==> src/rtl/dxt1_pkg.sv <==
// ----------------------------------------------------------------------------
// dxt1_pkg
// Shared types, constants and helper functions for the BC1 block decoder.
// ----------------------------------------------------------------------------
package dxt1_pkg;

    // Widths of the stream payloads
    localparam int IN_DATA_W   = 64;
    localparam int OUT_DATA_W  = 40;
    localparam int TEXELS      = 16;
    localparam int TEXEL_NUM_W = 4;

    // Default depth of the block queue between front and back
    localparam int QUEUE_DEPTH_DEF = 2;

    // Palette entry codes
    localparam logic [1:0] IDX_COLOR0 = 2'd0;
    localparam logic [1:0] IDX_COLOR1 = 2'd1;
    localparam logic [1:0] IDX_MIX_A  = 2'd2;
    localparam logic [1:0] IDX_MIX_B  = 2'd3;

    localparam logic [7:0] ALPHA_OPAQUE = 8'hFF;
    localparam logic [7:0] ALPHA_CLEAR  = 8'h00;

    // One RGBA8 colour
    typedef struct packed {
        logic [7:0] red;
        logic [7:0] green;
        logic [7:0] blue;
        logic [7:0] alpha;
    } t_rgba;

    // One decoded block: four-entry palette plus the texel indices
    typedef struct packed {
        t_rgba [3:0] palette;
        logic [31:0] index_bits;
    } t_block;

    // Expansion tables for 5-bit and 6-bit channels, truncating c*255/max
    typedef logic [7:0] t_tab5 [32];
    typedef logic [7:0] t_tab6 [64];

    function automatic t_tab5 f_build_tab5();
        t_tab5 t;
        for (int i = 0; i < 32; i++) begin
            t[i] = 8'((i * 255) / 31);
        end
        return t;
    endfunction

    function automatic t_tab6 f_build_tab6();
        t_tab6 t;
        for (int i = 0; i < 64; i++) begin
            t[i] = 8'((i * 255) / 63);
        end
        return t;
    endfunction

    localparam t_tab5 EXPAND5 = f_build_tab5();
    localparam t_tab6 EXPAND6 = f_build_tab6();

    // Truncating divide by three for sums up to 765: x*683 >> 11
    function automatic logic [7:0] f_div3(input logic [9:0] x);
        logic [20:0] p;
        p = 21'(x) * 21'd683;
        return p[18:11];
    endfunction

endpackage

==> src/rtl/dxt1_front.sv <==
// ----------------------------------------------------------------------------
// dxt1_front
// Accepts a BC1 block, expands the endpoints and builds the 4-entry palette.
// ----------------------------------------------------------------------------
module dxt1_front (
    input  logic [15:0]     i_color_zero,
    input  logic [15:0]     i_color_one,
    input  logic [31:0]     i_index_bits,
    output dxt1_pkg::t_block o_block
);
    import dxt1_pkg::*;

    logic [7:0] a_ch [3];
    logic [7:0] b_ch [3];
    logic       four_colour;

    // Endpoint expansion through constant tables
    always_comb begin
        a_ch[0] = EXPAND5[i_color_zero[15:11]];
        a_ch[1] = EXPAND6[i_color_zero[10:5]];
        a_ch[2] = EXPAND5[i_color_zero[4:0]];
        b_ch[0] = EXPAND5[i_color_one[15:11]];
        b_ch[1] = EXPAND6[i_color_one[10:5]];
        b_ch[2] = EXPAND5[i_color_one[4:0]];
    end

    assign four_colour = (i_color_zero > i_color_one);

    // Palette: endpoints, then thirds or half plus transparent black
    always_comb begin
        logic [9:0] two_a_b;
        logic [9:0] a_two_b;
        logic [8:0] a_b;
        logic [7:0] mix_a [3];
        logic [7:0] mix_b [3];
        for (int k = 0; k < 3; k++) begin
            two_a_b = {1'b0, a_ch[k], 1'b0} + 10'(b_ch[k]);
            a_two_b = 10'(a_ch[k]) + {1'b0, b_ch[k], 1'b0};
            a_b     = 9'(a_ch[k]) + 9'(b_ch[k]);
            if (four_colour) begin
                mix_a[k] = f_div3(two_a_b);
                mix_b[k] = f_div3(a_two_b);
            end else begin
                mix_a[k] = a_b[8:1];
                mix_b[k] = 8'd0;
            end
        end
        o_block.palette[IDX_COLOR0] = '{a_ch[0], a_ch[1], a_ch[2], ALPHA_OPAQUE};
        o_block.palette[IDX_COLOR1] = '{b_ch[0], b_ch[1], b_ch[2], ALPHA_OPAQUE};
        o_block.palette[IDX_MIX_A]  = '{mix_a[0], mix_a[1], mix_a[2], ALPHA_OPAQUE};
        o_block.palette[IDX_MIX_B]  = '{mix_b[0], mix_b[1], mix_b[2],
                                        four_colour ? ALPHA_OPAQUE : ALPHA_CLEAR};
        o_block.index_bits = i_index_bits;
    end

endmodule

==> src/rtl/dxt1_queue.sv <==
// ----------------------------------------------------------------------------
// dxt1_queue
// Short register queue of decoded palettes between front and back.
// ----------------------------------------------------------------------------
module dxt1_queue #(
    parameter int DEPTH = dxt1_pkg::QUEUE_DEPTH_DEF
) (
    input  logic             i_clk,
    input  logic             i_rst_n,
    input  logic             i_push,
    input  dxt1_pkg::t_block i_data,
    output logic             o_full,
    input  logic             i_pop,
    output logic             o_empty,
    output dxt1_pkg::t_block o_data
);
    import dxt1_pkg::*;

    localparam int PTR_W = (DEPTH > 1) ? $clog2(DEPTH) : 1;
    localparam int CNT_W = $clog2(DEPTH + 1);

    t_block             r_mem [DEPTH];
    logic [PTR_W-1:0]   r_wr_ptr, n_wr_ptr;
    logic [PTR_W-1:0]   r_rd_ptr, n_rd_ptr;
    logic [CNT_W-1:0]   r_count,  n_count;

    assign o_full  = (r_count == CNT_W'(DEPTH));
    assign o_empty = (r_count == '0);
    assign o_data  = r_mem[r_rd_ptr];

    // Pointer and fill count update, wrapping at the depth
    always_comb begin
        n_wr_ptr = r_wr_ptr;
        n_rd_ptr = r_rd_ptr;
        n_count  = r_count;
        if (i_push) begin
            n_wr_ptr = (r_wr_ptr == PTR_W'(DEPTH - 1)) ? '0 : r_wr_ptr + 1'b1;
        end
        if (i_pop) begin
            n_rd_ptr = (r_rd_ptr == PTR_W'(DEPTH - 1)) ? '0 : r_rd_ptr + 1'b1;
        end
        if (i_push && !i_pop) begin
            n_count = r_count + 1'b1;
        end else if (i_pop && !i_push) begin
            n_count = r_count - 1'b1;
        end
    end

    always_ff @(posedge i_clk) begin
        if (!i_rst_n) begin
            r_wr_ptr <= '0;
            r_rd_ptr <= '0;
            r_count  <= '0;
        end else begin
            r_wr_ptr <= n_wr_ptr;
            r_rd_ptr <= n_rd_ptr;
            r_count  <= n_count;
        end
    end

    // Storage
    always_ff @(posedge i_clk) begin
        if (i_push) begin
            r_mem[r_wr_ptr] <= i_data;
        end
    end

endmodule

==> src/rtl/dxt1_back.sv <==
// ----------------------------------------------------------------------------
// dxt1_back
// Walks the sixteen texels of the queue head and drives the output register.
// ----------------------------------------------------------------------------
module dxt1_back (
    input  logic                              i_clk,
    input  logic                              i_rst_n,
    input  logic                              i_empty,
    input  dxt1_pkg::t_block                  i_block,
    output logic                              o_pop,
    output logic                              o_valid,
    input  logic                              i_ready,
    output dxt1_pkg::t_rgba                   o_texel,
    output logic [dxt1_pkg::TEXEL_NUM_W-1:0]  o_texel_number,
    output logic                              o_last
);
    import dxt1_pkg::*;

    logic [TEXEL_NUM_W-1:0] r_cnt;
    logic                   r_valid;
    t_rgba                  r_texel;
    logic [TEXEL_NUM_W-1:0] r_num;
    logic                   r_last;
    logic                   emit;
    logic                   last_of_block;
    logic [1:0]             sel;

    // A texel moves out whenever a block waits and the output slot is free
    assign emit          = !i_empty && (!r_valid || i_ready);
    assign last_of_block = (r_cnt == TEXEL_NUM_W'(TEXELS - 1));
    assign sel           = i_block.index_bits[{r_cnt, 1'b0} +: 2];
    assign o_pop         = emit && last_of_block;

    // Control: texel counter and output valid
    always_ff @(posedge i_clk) begin
        if (!i_rst_n) begin
            r_cnt   <= '0;
            r_valid <= 1'b0;
        end else begin
            if (emit) begin
                r_cnt <= r_cnt + 1'b1;
            end
            if (emit) begin
                r_valid <= 1'b1;
            end else if (i_ready) begin
                r_valid <= 1'b0;
            end
        end
    end

    // Output beat payload
    always_ff @(posedge i_clk) begin
        if (emit) begin
            r_texel <= i_block.palette[sel];
            r_num   <= r_cnt;
            r_last  <= last_of_block;
        end
    end

    assign o_valid        = r_valid;
    assign o_texel        = r_texel;
    assign o_texel_number = r_num;
    assign o_last         = r_last;

endmodule

==> src/rtl/dxt1_block_decoder_top.sv <==
// ----------------------------------------------------------------------------
// dxt1_block_decoder_top
// BC1 (DXT1) block decoder: one 8-byte block in, sixteen RGBA8 texels out.
// ----------------------------------------------------------------------------
// Each accepted block yields sixteen output beats, texel 0 to 15 in row-major
// order, with tlast on texel 15. The output carries one texel per cycle while
// m_axis_tready is high, so the sustained block rate is set by the output channel.
// The palette is built in the cycle a block is accepted and held in a queue
// of QUEUE_DEPTH blocks; its texels go from the queue storage through the output register.
// A block is accepted whenever the queue has room, also while earlier texels
// are still going out or stalled. The block keeps no state between blocks.
// ----------------------------------------------------------------------------
module dxt1_block_decoder_top #(
    parameter int QUEUE_DEPTH = dxt1_pkg::QUEUE_DEPTH_DEF
) (
    input  logic                                i_clk,
    input  logic                                i_rst_n,
    input  logic                                s_axis_tvalid,
    output logic                                s_axis_tready,
    // [15:0] color_zero, [31:16] color_one, [63:32] index_bits
    input  logic [dxt1_pkg::IN_DATA_W-1:0]      s_axis_tdata,
    output logic                                m_axis_tvalid,
    input  logic                                m_axis_tready,
    // [7:0] red, [15:8] green, [23:16] blue, [31:24] alpha,
    // [35:32] texel_number, [39:36] zero
    output logic [dxt1_pkg::OUT_DATA_W-1:0]     m_axis_tdata,
    output logic                                m_axis_tlast
);
    import dxt1_pkg::*;

    t_block                 front_block;
    t_block                 head_block;
    logic                   q_full;
    logic                   q_empty;
    logic                   q_pop;
    logic                   push;
    t_rgba                  texel;
    logic [TEXEL_NUM_W-1:0] texel_number;

    assign s_axis_tready = !q_full;
    assign push          = s_axis_tvalid && !q_full;

    dxt1_front u_front (
        .i_color_zero (s_axis_tdata[15:0]),
        .i_color_one  (s_axis_tdata[31:16]),
        .i_index_bits (s_axis_tdata[63:32]),
        .o_block      (front_block)
    );

    dxt1_queue #(
        .DEPTH (QUEUE_DEPTH)
    ) u_queue (
        .i_clk   (i_clk),
        .i_rst_n (i_rst_n),
        .i_push  (push),
        .i_data  (front_block),
        .o_full  (q_full),
        .i_pop   (q_pop),
        .o_empty (q_empty),
        .o_data  (head_block)
    );

    dxt1_back u_back (
        .i_clk          (i_clk),
        .i_rst_n        (i_rst_n),
        .i_empty        (q_empty),
        .i_block        (head_block),
        .o_pop          (q_pop),
        .o_valid        (m_axis_tvalid),
        .i_ready        (m_axis_tready),
        .o_texel        (texel),
        .o_texel_number (texel_number),
        .o_last         (m_axis_tlast)
    );

    // Output beat packing
    assign m_axis_tdata = {4'd0, texel_number, texel.alpha, texel.blue,
                           texel.green, texel.red};

endmodule

==> config.mk <==
export PLATFORM = sky130hd
export DESIGN_NAME = dxt1_block_decoder_top
export DESIGN_NICKNAME = d
export VERILOG_FILES = /design/src/rtl/dxt1_pkg.sv /design/src/rtl/dxt1_front.sv /design/src/rtl/dxt1_queue.sv /design/src/rtl/dxt1_back.sv /design/src/rtl/dxt1_block_decoder_top.sv
export SDC_FILE = /design/constraint.sdc
export NUM_CORES = 1
export LEC_CHECK = 0
export BUFFER_PORTS_ARGS = -buffer_cell sky130_fd_sc_hd__buf_2
export CORE_MARGIN = 8
export CORE_UTILIZATION = 39
export DETAILED_ROUTE_END_ITERATION = 8
export GPL_ROUTABILITY_DRIVEN = 0
export PLACE_DENSITY_LB_ADDON = 0.15
export SYNTH_ARGS = -nofsm -noshare
export SYNTH_HDL_FRONTEND = slang
export SYNTH_SLANG_ARGS = --single-unit
==> constraint.sdc <==
create_clock -name i_clk -period 6.65 [get_ports i_clk]
set_input_delay 0.3325 -clock i_clk [delete_from_list [all_inputs] [get_ports i_clk]]
set_output_delay 0.3325 -clock i_clk [all_outputs]
set_load 0.03 [all_outputs]
### Yosys cells after proc, flatten, opt, wreduce, memory -nomap -nowiden

Memory sizes are Yosys's and may differ from the RTL's. A register that Yosys moved wholly into a read port is not among the register bits.
Cells that the tools add are included.

| storage, ports and cells | value |
|---|---|
| register bits | 46 |
| memory bits (writable) | 272 |
| ROM bits | 2,048 |
| input port bits | 68 |
| output and inout port bits | 43 |
| logic and storage cells | 100 |
| memories | 7 |

Memory list:

| name | words | width | rd ports | clocked after memory_dff | wr ports | RTL line | RTL |
|---|---|---|---|---|---|---|---|
| (name not given) | 64 | 8 | 1 | 0 | 0 | dxt1_front.sv:20 | `a_ch[1] = EXPAND6[i_color_zero[10:5]];` |
| (name not given) | 64 | 8 | 1 | 0 | 0 | dxt1_front.sv:23 | `b_ch[1] = EXPAND6[i_color_one[10:5]];` |
| u_queue.r_mem | 2 | 136 | 1 | 1 | 1 | dxt1_queue.sv:22 | `t_block r_mem [DEPTH];` |
| (name not given) | 32 | 8 | 1 | 0 | 0 | dxt1_front.sv:19 | `a_ch[0] = EXPAND5[i_color_zero[15:11]];` |
| (name not given) | 32 | 8 | 1 | 0 | 0 | dxt1_front.sv:21 | `a_ch[2] = EXPAND5[i_color_zero[4:0]];` |
| (name not given) | 32 | 8 | 1 | 0 | 0 | dxt1_front.sv:22 | `b_ch[0] = EXPAND5[i_color_one[15:11]];` |
| 1 more memories | -- | -- | -- | -- | -- | -- |  |

| cells by class | value |
|---|---|
| add/sub/neg operators | 14 |
| multipliers | 6 |
| $lt $le $gt $ge | 8 |
| equality and inequality tests | 2 |
| shifts and indexed selects | 1 |
| muxes and demuxes | 31 |
| bitwise gates (word level) | 6 |
| reductions and logical operators | 14 |

Operators by type and width:

| cell | number |
|---|---|
| $mux W8 | 19 |
| $mul A10 B10 Y19 const B | 6 |
| $bmux W32 S2 | 1 |
| $mux W32 | 1 |
| $shiftx A32 B6 Y2 | 1 |
| $add A8 B9 Y10 | 3 |
| $add A9 B8 Y10 | 3 |
| $add A8 B8 Y9 | 3 |
| $ge A6 B6 Y1 const B | 4 |
| $not A5 Y6 | 4 |
| $gt A16 B16 Y1 | 1 |
| $ge A7 B7 Y1 const B | 2 |
| $not A6 Y7 | 2 |
| $mux W1 | 8 |
| $logic_and A1 B1 Y1 | 5 |
| $logic_not A1 Y1 | 5 |
| $add A4 B1 Y4 const B | 1 |
| $eq A4 B4 Y1 const B | 1 |
| $mux W2 | 2 |
| $reduce_bool A2 Y1 | 2 |
| $lt A2 B3 Y1 const B | 1 |
| $add A1 B1 Y1 const B | 2 |
| $add A2 B1 Y2 const B | 1 |
| $eq A2 B2 Y1 const B | 1 |
| other kinds (3) | 3 |

### Logic depth before layout (Yosys ltp)

Gate-level depths: netlist of run 1.

| logic depth | value |
|---|---|
| depth in word-level cells | 7 |
| gate-level depth with buffers | 34 |
| mapped depth without buffers | 33 |

### Hierarchy

From an unflattened synthesis of run 1, not the netlist that was laid out.

| unflattened totals | value |
|---|---|
| cell total of the unflattened synthesis | 2,447 |
| area total of the unflattened synthesis | 29,100.4 um2 |

By module, submodules not included:

| module | times used | cells an instance | area an instance (um2) | sequential area each (um2) |
|---|---|---|---|---|
| dxt1_front | 1 | 1,640 | 14,000.9 | 0.0 |
| dxt1_queue | 1 | 520 | 12,167.9 | 9,709.3 |
| dxt1_back | 1 | 280 | 2,887.8 | 1,211.2 |
| dxt1_block_decoder_top | 1 | 7 | 43.8 | 0.0 |

### Worst setup path before layout of run 1

Ideal clock, no wire load.

| path | value |
|---|---|
| kind | reg-to-reg |
| start | reg u_queue.r_count[0] |
| end | mem u_queue.r_mem[0][0] in the netlist's numbering (enable) |
| library setup time | 0.620 ns |
| arrival time | 6.259 ns |
| required time | 6.030 ns |
| path slack | -0.229 ns |
| stages on the path, launching flop included | 4 |
| buffers on the path | 0 |
| period minus slack after synthesis | 6.879 ns |
| cell sequence | dfxtp_1 -> nand2b_1 -> nand2_1 -> nor2_1 |

| between the ends | value |
|---|---|
| word-level cells in the longest chain between the ends | 5 |

RTL lines:

| element | RTL line | RTL |
|---|---|---|
| from (decl) | dxt1_queue.sv:25 | `logic [CNT_W-1:0] r_count, n_count;` |
| from (signal assigned) | dxt1_queue.sv:57 | `r_count <= n_count;` |
| $eq A2 B2 Y1 | dxt1_queue.sv:27 | `assign o_full = (r_count == CNT_W'(DEPTH));` |
| $logic_not A1 Y1 | -- |  |
| net s_axis_tready | dxt1_block_decoder_top.sv:19 | `output logic s_axis_tready,` |
| $logic_and A1 B1 Y1 | dxt1_block_decoder_top.sv:41 | `assign push = s_axis_tvalid && !q_full;` |
| $mux W1 | dxt1_queue.sv:63 | `if (i_push) begin` |
| $mux W1 (not written as such) | dxt1_queue.sv:64 | `r_mem[r_wr_ptr] <= i_data;` |
| to (decl) | dxt1_queue.sv:22 |  |

The timed path passes the listed nets, and every way through them passes these cells.

==> results of run 1 <==
## layer usage
metal | vias to the layer above | track usage (%) | wire, um
met3 | 59 | 1.56 | 1910
met5 | - | 0 | 0
met1 | 8223 | 23.3 | 28600
met4 | 0 | 2.43 | 720
li1 | 8357 | - | -
met2 | 210 | 29.2 | 29000
## cells in the mapped netlist, types with 28 or more instances
library cell	count	share of area, %
ha_1	416	21
xnor2_1	107	3.8
nor2_1	96	1.5
edfxtp_1	288	35
mux4_2	44	4.0
mux2i_1	102	4.1
nor3_1	28	0.57
o21ai_0	56	1.1
nand2_1	67	1.0
a21oi_1	104	2.1
fa_1	121	9.8
inv_1	319	4.8
a21o_1	38	1.2
xor2_1	45	1.6
## logic make-up (layout without fill, tap and decap cells)
group           count (synthesis)  after routing  share of synthesized area (%)
fa+ha+maj                     537            537                           30.8
buf+inv                       366            816                           6.00
compound gates                319            319                           8.21
flops                         298            298                           35.7
simple gates                  296            296                           5.69
xor+xnor                      152            152                           5.37
mux                           148            148                           8.25
other cells                     1              6                         0.0151
## state kept, by name, summed over array words and instances, names as in the netlist, named ones only
name and cells:
u_queue.r_mem 258, u_back.o_texel 25, u_back.o_texel_number 4, u_back.r_cnt 4, u_queue.r_count 2, u_back.o_last 1, u_back.o_valid 1, u_queue.r_rd_ptr 1
u_queue.r_wr_ptr 1
## how the worst max path moves through the flow
stage	start	cells past startpoint	to	slack [ps]
global route	s_axis_tdata[14]	34	u_queue.r_mem[1][103]$_DFFE_PP_	-40
detailed placement	s_axis_tdata[27]	34	u_queue.r_mem[0][135]$_DFFE_PP_	-820
global placement	s_axis_tdata[28]	30	u_queue.r_mem[1][135]$_DFFE_PP_	-780
CTS	s_axis_tdata[27]	34	u_queue.r_mem[1][135]$_DFFE_PP_	60
floorplan	s_axis_tdata[31]	34	u_queue.r_mem[0][134]$_DFFE_PP_	1
finish	s_axis_tdata[14]	33	u_queue.r_mem[1][103]$_DFFE_PP_	340
## metrics by stage
stage	hold WS (ps)	util (%)	cell area [um^2]	TNS, ps	instances
2_1_floorplan	406	-	24800	0	2122
3_3_place_gp	508	45.1	28400	-12130	3320
3_5_place_dp	527	45.1	28400	-20880	3320
4_1_cts	41.2	47.2	29700	0	3409
5_1_grt	75.2	47.7	30000	-157	3418
6_report	76.2	47.7	30000	0	3418
## worst max-delay path, delay by kind of cell
family	cells	cell delay (ps)
adder cells (fa/ha/maj)	8	2740
AO/OA/AOI/OAI	10	1650
AND/OR/NAND/NOR	6	880
buffers and inverters	7	660
XOR/XNOR	2	370
## area by class of cell
class                   instances  area (um^2)
repair buffers                439         3140
fillers                      5734        32900
multi-input cells            1458        14800
well taps                     846         1060
inverters                     320         1200
flip-flops and latches        298         8850
clock inverters                24          216
clock buffers                  33          783
## timing repair
item / 4_1_cts / 5_1_grt
resized for setup: 1 / 60
gates cloned: 0 / 0
hold buffers: 32 / 0
setup endpoints to repair: 2 / 74
endpoints found under the hold margin: 64 / 0
pin swaps: 0 / 24
setup buffers: 0 / 9
==> results by group, run 1 <==
Setup path
  – Worst EP arrival: 6610 ps
  – Largest stage delay, worst path: 530 ps
  – Depth of the most critical reg-to-reg path: 7
  – Worst reg2reg startpoint: u_back.r_cnt[0]$_SDFFE_PN0P_
  – FF-to-FF setup slack: 2570 ps
  – Kind of critical path: in -> reg
  – Worst endpoint required time: 6950 ps
  – Largest fanout on the critical path: 5
  – Slowest cell on the critical path: fa_1
  – Critical path endpoint category: register
  – FF-to-FF End: u_back.o_texel[10]$_DFFE_PP_
  – Crit path launch type: input port

Clocking
  – CTS max path bufs: 3
  – Worst-skew pair later-pin latency: 580 ps
  – Root Buffer: clkbuf_16
  – CTS tree: built
  – H-tree depth: 1
  – Clk slew on worst S/H paths: 60 ps
  – Total CTS buffers: 31
  – Clk sinks: 298

Finish
  – Layout cells sized above 1: 21.9%
  – Area Growth Syn to Fin: 21.1%
  – Most common cell after layout, fill and taps aside: ha_1
  – Most frequent cells in the layout: 414 x ha_1, 318 x inv_1, 298 x buf_4
  – Antenna Cells: 0
  – NumNets Final: 3,153

Routing
  – DRT iter0 DRCs: 805
  – # DRC: 0
  – Vias per Instance: 4.93
  – Routed via count: 16,800
  – Drt first pass iters: 4
  – DRT antenna net count: 0
  – WL per Instance: 17.6 um
  – Detailed Route WL: 60,200 um

Logic synthesis
  – Async S/R FF share, synth: 0%
  – Unique masters post-synth: 63
  – Syn avg cell area: 11.7 um^2
  – EDFF count, synth: 288
  – Sequential share of the synthesized area: 35.7%
  – Synthesized cell area: 0.0248 mm^2
  – Yosys warns: 0
  – Gate Count Post-Synth: 2,117
  – Seq cells post-synth: 298
  – Ys flop type: edfxtp_1

Worst hold path
  – Min-Delay Endpoint: u_queue.r_wr_ptr$_SDFFE_PN0P_
  – Hold Path Class: in -> reg
  – Hold Startpoint: i_rst_n
  – Hold depth: 2

STA
  – Skew final: 17.7 ps
  – Worst setup slack after layout: 338 ps
  – Final setup fails: 0
  – Slew Limit Fails: 0
  – Final hold violation count: 0
  – Relative slew slack: 30.8%
  – Crit share post-route: 94.9%
  – Min cycle time layout: 6310 ps
  – Fmax: 158 MHz
  – Worst-Margin Slew: 1040 ps

Floorplan
  – Die Height: 268 um
  – Starting Density: 39.4%
  – Placement Rows: 92
  – Die width: 268 um
  – I/O pin count: 111
  – Die ar.: 0.0719 mm^2
  – Core ar.: 0.0630 mm^2

Global route
  – Total congestion overflow: 0
  – Initial antenna violation count: 0
  – First-pass GRT wire length: 96,800 um
  – Number of global-route vias before repair: 18,000
  – Largest net degree at the start of global routing: 121
  – Overall global routing resource usage: 16.9%

Outcome
  – Run status: finished clean

Job
  – Max Cap Viol: 0

Placed design
  – Post-Place Worst Slack: -815 ps
  – Detailed placer's ending HPWL: 48,200 um
  – PortBufs: 106
Power of run 1 is left out: the tool's default activity adds up to more than one toggle a clock period on the data nets, which glitch-free logic cannot reach.
==> run 2, diff against run 1 <==
REMOVE_ABC_BUFFERS = 1   (was unset)
==> run 2 against run 1 <==
Wire length decreased by 1.1%. Critical path depth shrank 1. Cell area shrank 0.11%. Clock skew is 3.6 ps higher. Non-clock buffer count fell by 13. Core utilization is 0.054 points lower. Cell count down 0.20%. Via count up 0.16%. Flip-flop and latch count is the same. Die area unchanged.
==> results by group, run 2 (synthesis results as in run 1) <==
Setup path
  – Largest stage delay, worst path: 510 ps (was 530 ps)
  – CP dominant cell by count: ha_1
  – Worst reg2reg startpoint: u_back.r_cnt[0]$_SDFFE_PN0P_ (unchanged)
  – Crit path buf inv count: 7 (unchanged)
  – Worst endpoint required time: 6930 ps (was 6950 ps)
  – FF-to-FF End: u_back.o_texel[28]$_DFFE_PP_ (was u_back.o_texel[10]$_DFFE_PP_)
  – Largest fanout on the critical path: 5 (unchanged)
  – Crit path launch type: input port (unchanged)
  – Critical path endpoint category: register (unchanged)
  – Worst EP arrival: 6650 ps (was 6610 ps)
  – Slowest cell on the critical path: fa_1 (unchanged)
  – FF-to-FF setup slack: 2860 ps (was 2570 ps)
  – Depth of the most critical reg-to-reg path: 7 (unchanged)
  – Kind of critical path: in -> reg (unchanged)
  – CP top delay family: adder cells (unchanged)

Worst hold path
  – Hold Startpoint: i_rst_n (unchanged)
  – Hold depth: 2 (unchanged)
  – Min-Delay Endpoint: u_back.o_valid$_SDFFE_PN0P_ (was u_queue.r_wr_ptr$_SDFFE_PN0P_)
  – Hold Path Class: in -> reg (unchanged)

Finish
  – Most common cell after layout, fill and taps aside: ha_1 (unchanged)
  – Final Util: 47.6% (was 47.7%)
  – Layout cells sized above 1: 20.9% (was 21.9%)
  – # fillers: 5,852 (was 5,734)
  – Largest register by flop count: u_queue.r_mem (unchanged)
  – Most frequent cells in the layout: 414 x ha_1, 319 x inv_1, 288 x edfxtp_1 (was 414 x ha_1, 318 x inv_1, 298 x buf_4)
  – Antenna Cells: 0 (unchanged)
  – Max FFs per register: 258 (unchanged)
  – NumNets Final: 3,145 (was 3,153)
  – Area Growth Syn to Fin: 21.0% (was 21.1%)

STA
  – Setup_tns: 0 ps (unchanged)
  – Slew Limit Fails: 0 (unchanged)
  – Skew final: 21.3 ps (was 17.7 ps)
  – Worst setup slack after layout: 280 ps (was 338 ps)
  – Worst-Margin Slew: 1080 ps (was 1040 ps)
  – Final hold violation count: 0 (unchanged)
  – Relative slew slack: 28.1% (was 30.8%)
  – Fmax: 157 MHz (was 158 MHz)
  – Min cycle time layout: 6370 ps (was 6310 ps)
  – Final setup fails: 0 (unchanged)
  – Crit share post-route: 95.8% (was 94.9%)

Global route
  – Overall global routing resource usage: 16.7% (was 16.9%)
  – Number of global-route vias before repair: 18,000 (about the same)
  – Initial antenna violation count: 0 (unchanged)
  – First-pass GRT wire length: 95,400 um (was 96,800 um)
  – Total congestion overflow: 0 (unchanged)
  – Largest net degree at the start of global routing: 98 (was 121)

Clocking
  – Root Buffer: clkbuf_16 (unchanged)
  – Clk slew on worst S/H paths: 60 ps (about the same)
  – H-tree depth: 2 (was 1)
  – CTS max path bufs: 3 (unchanged)
  – CTS tree: built (unchanged)
  – Total CTS buffers: 36 (was 31)
  – Worst-skew pair later-pin latency: 530 ps (was 580 ps)
  – Clk sinks: 298 (unchanged)

Outcome
  – Run status: finished clean (unchanged)

Placed design
  – Post-Place Worst Slack: -513 ps (was -815 ps)
  – Detailed placer's ending HPWL: 47,100 um (was 48,200 um)
  – PortBufs: 106 (unchanged)

Job
  – Max Cap Viol: 0 (unchanged)

Routing
  – WL per Instance: 17.5 um (was 17.6 um)
  – Vias per Instance: 4.95 (was 4.93)
  – DRT antenna net count: 0 (unchanged)
  – Drt first pass iters: 5 (was 4)
  – DRT iter0 DRCs: 510 (was 805)
  – Routed via count: 16,900 (was 16,800)
  – # DRC: 0 (unchanged)
  – Detailed Route WL: 59,600 um (was 60,200 um)

Floorplan
  – Die width: 268 um (unchanged)
  – I/O pin count: 111 (unchanged)
  – Die ar.: 0.0719 mm^2 (unchanged)
  – Starting Density: 39.4% (unchanged)
  – Die Height: 268 um (unchanged)
  – Core ar.: 0.0630 mm^2 (unchanged)
  – Placement Rows: 92 (unchanged)
## run 2: changes by cell type in the layout (fill, tap and decap cells not counted), moves of 5 or more
cell / before / now
buf_4: 298 / 286
clkbuf_16: 31 / 38
clkbuf_1: 2 / 8
clkinv_2: 7 / 2
nor2_1: 86 / 91
nor2_2: 8 / 3
## run 2: layout make-up
type,instances,area (um^2),share of cell area [%]
clock buffer,48,1010,3.36
sequential,298,8850,29.5
clock inverter,15,169,0.563
inverter,320,1200,4.01
tap,846,1060,3.53
multi-input combinational,1458,14700,48.9
timing repair buffer,426,3030,10.1
## run 2: worst max path at each step
stage                     depth (start not counted)                              end             start  slack [ps]
after floorplan                                   6     u_back.o_texel[10]$_DFFE_PP_          register       -4010
after global placement                           32  u_queue.r_mem[0][102]$_DFFE_PP_  s_axis_tdata[12]        -490
after CTS                                        32  u_queue.r_mem[1][102]$_DFFE_PP_  s_axis_tdata[12]          40
after global routing                             33  u_queue.r_mem[1][101]$_DFFE_PP_  s_axis_tdata[14]         -50
final                                            32  u_queue.r_mem[1][101]$_DFFE_PP_  s_axis_tdata[12]         280
after detailed placement                         33  u_queue.r_mem[0][102]$_DFFE_PP_  s_axis_tdata[12]        -510
## run 2: worst reg2reg max path: stages (launching register included)
cell	delay, ps
dfxtp_1	1030
mux4_2	440
mux4_2	520
mux2i_4	180
buf_12	470
mux2i_1	360
mux4_2	510
inv_1	130
## run 2: per-stage QoR
stage / instances / area [um^2] / hold slack [ps]
4_1_cts: 3403 / 29800 / 105
5_1_grt: 3411 / 30000 / 138
2_1_floorplan: 2076 / 24500 / 431
3_5_place_dp: 3308 / 28300 / 525
6_report: 3411 / 30000 / 135
3_3_place_gp: 3308 / 28300 / 512
## run 2: repair_timing
action | CTS | global route
endpoints found under the setup margin | 0 | 56
endpoints found under the hold margin | 64 | 0
setup buffers | 0 | 8
hold buffers | 32 | 0
gates resized for setup | 0 | 50
## run 2: metal layers
metal | track usage [%] | vias to the layer above | share of wire [%]
met5 | 0 | - | 0
met4 | 3.54 | 0 | 1.8
met3 | 1.77 | 66 | 2.7
met2 | 29.0 | 219 | 49
met1 | 22.3 | 8236 | 47
li1 | - | 8355 | -
Power of run 2 is left out for the same reason.
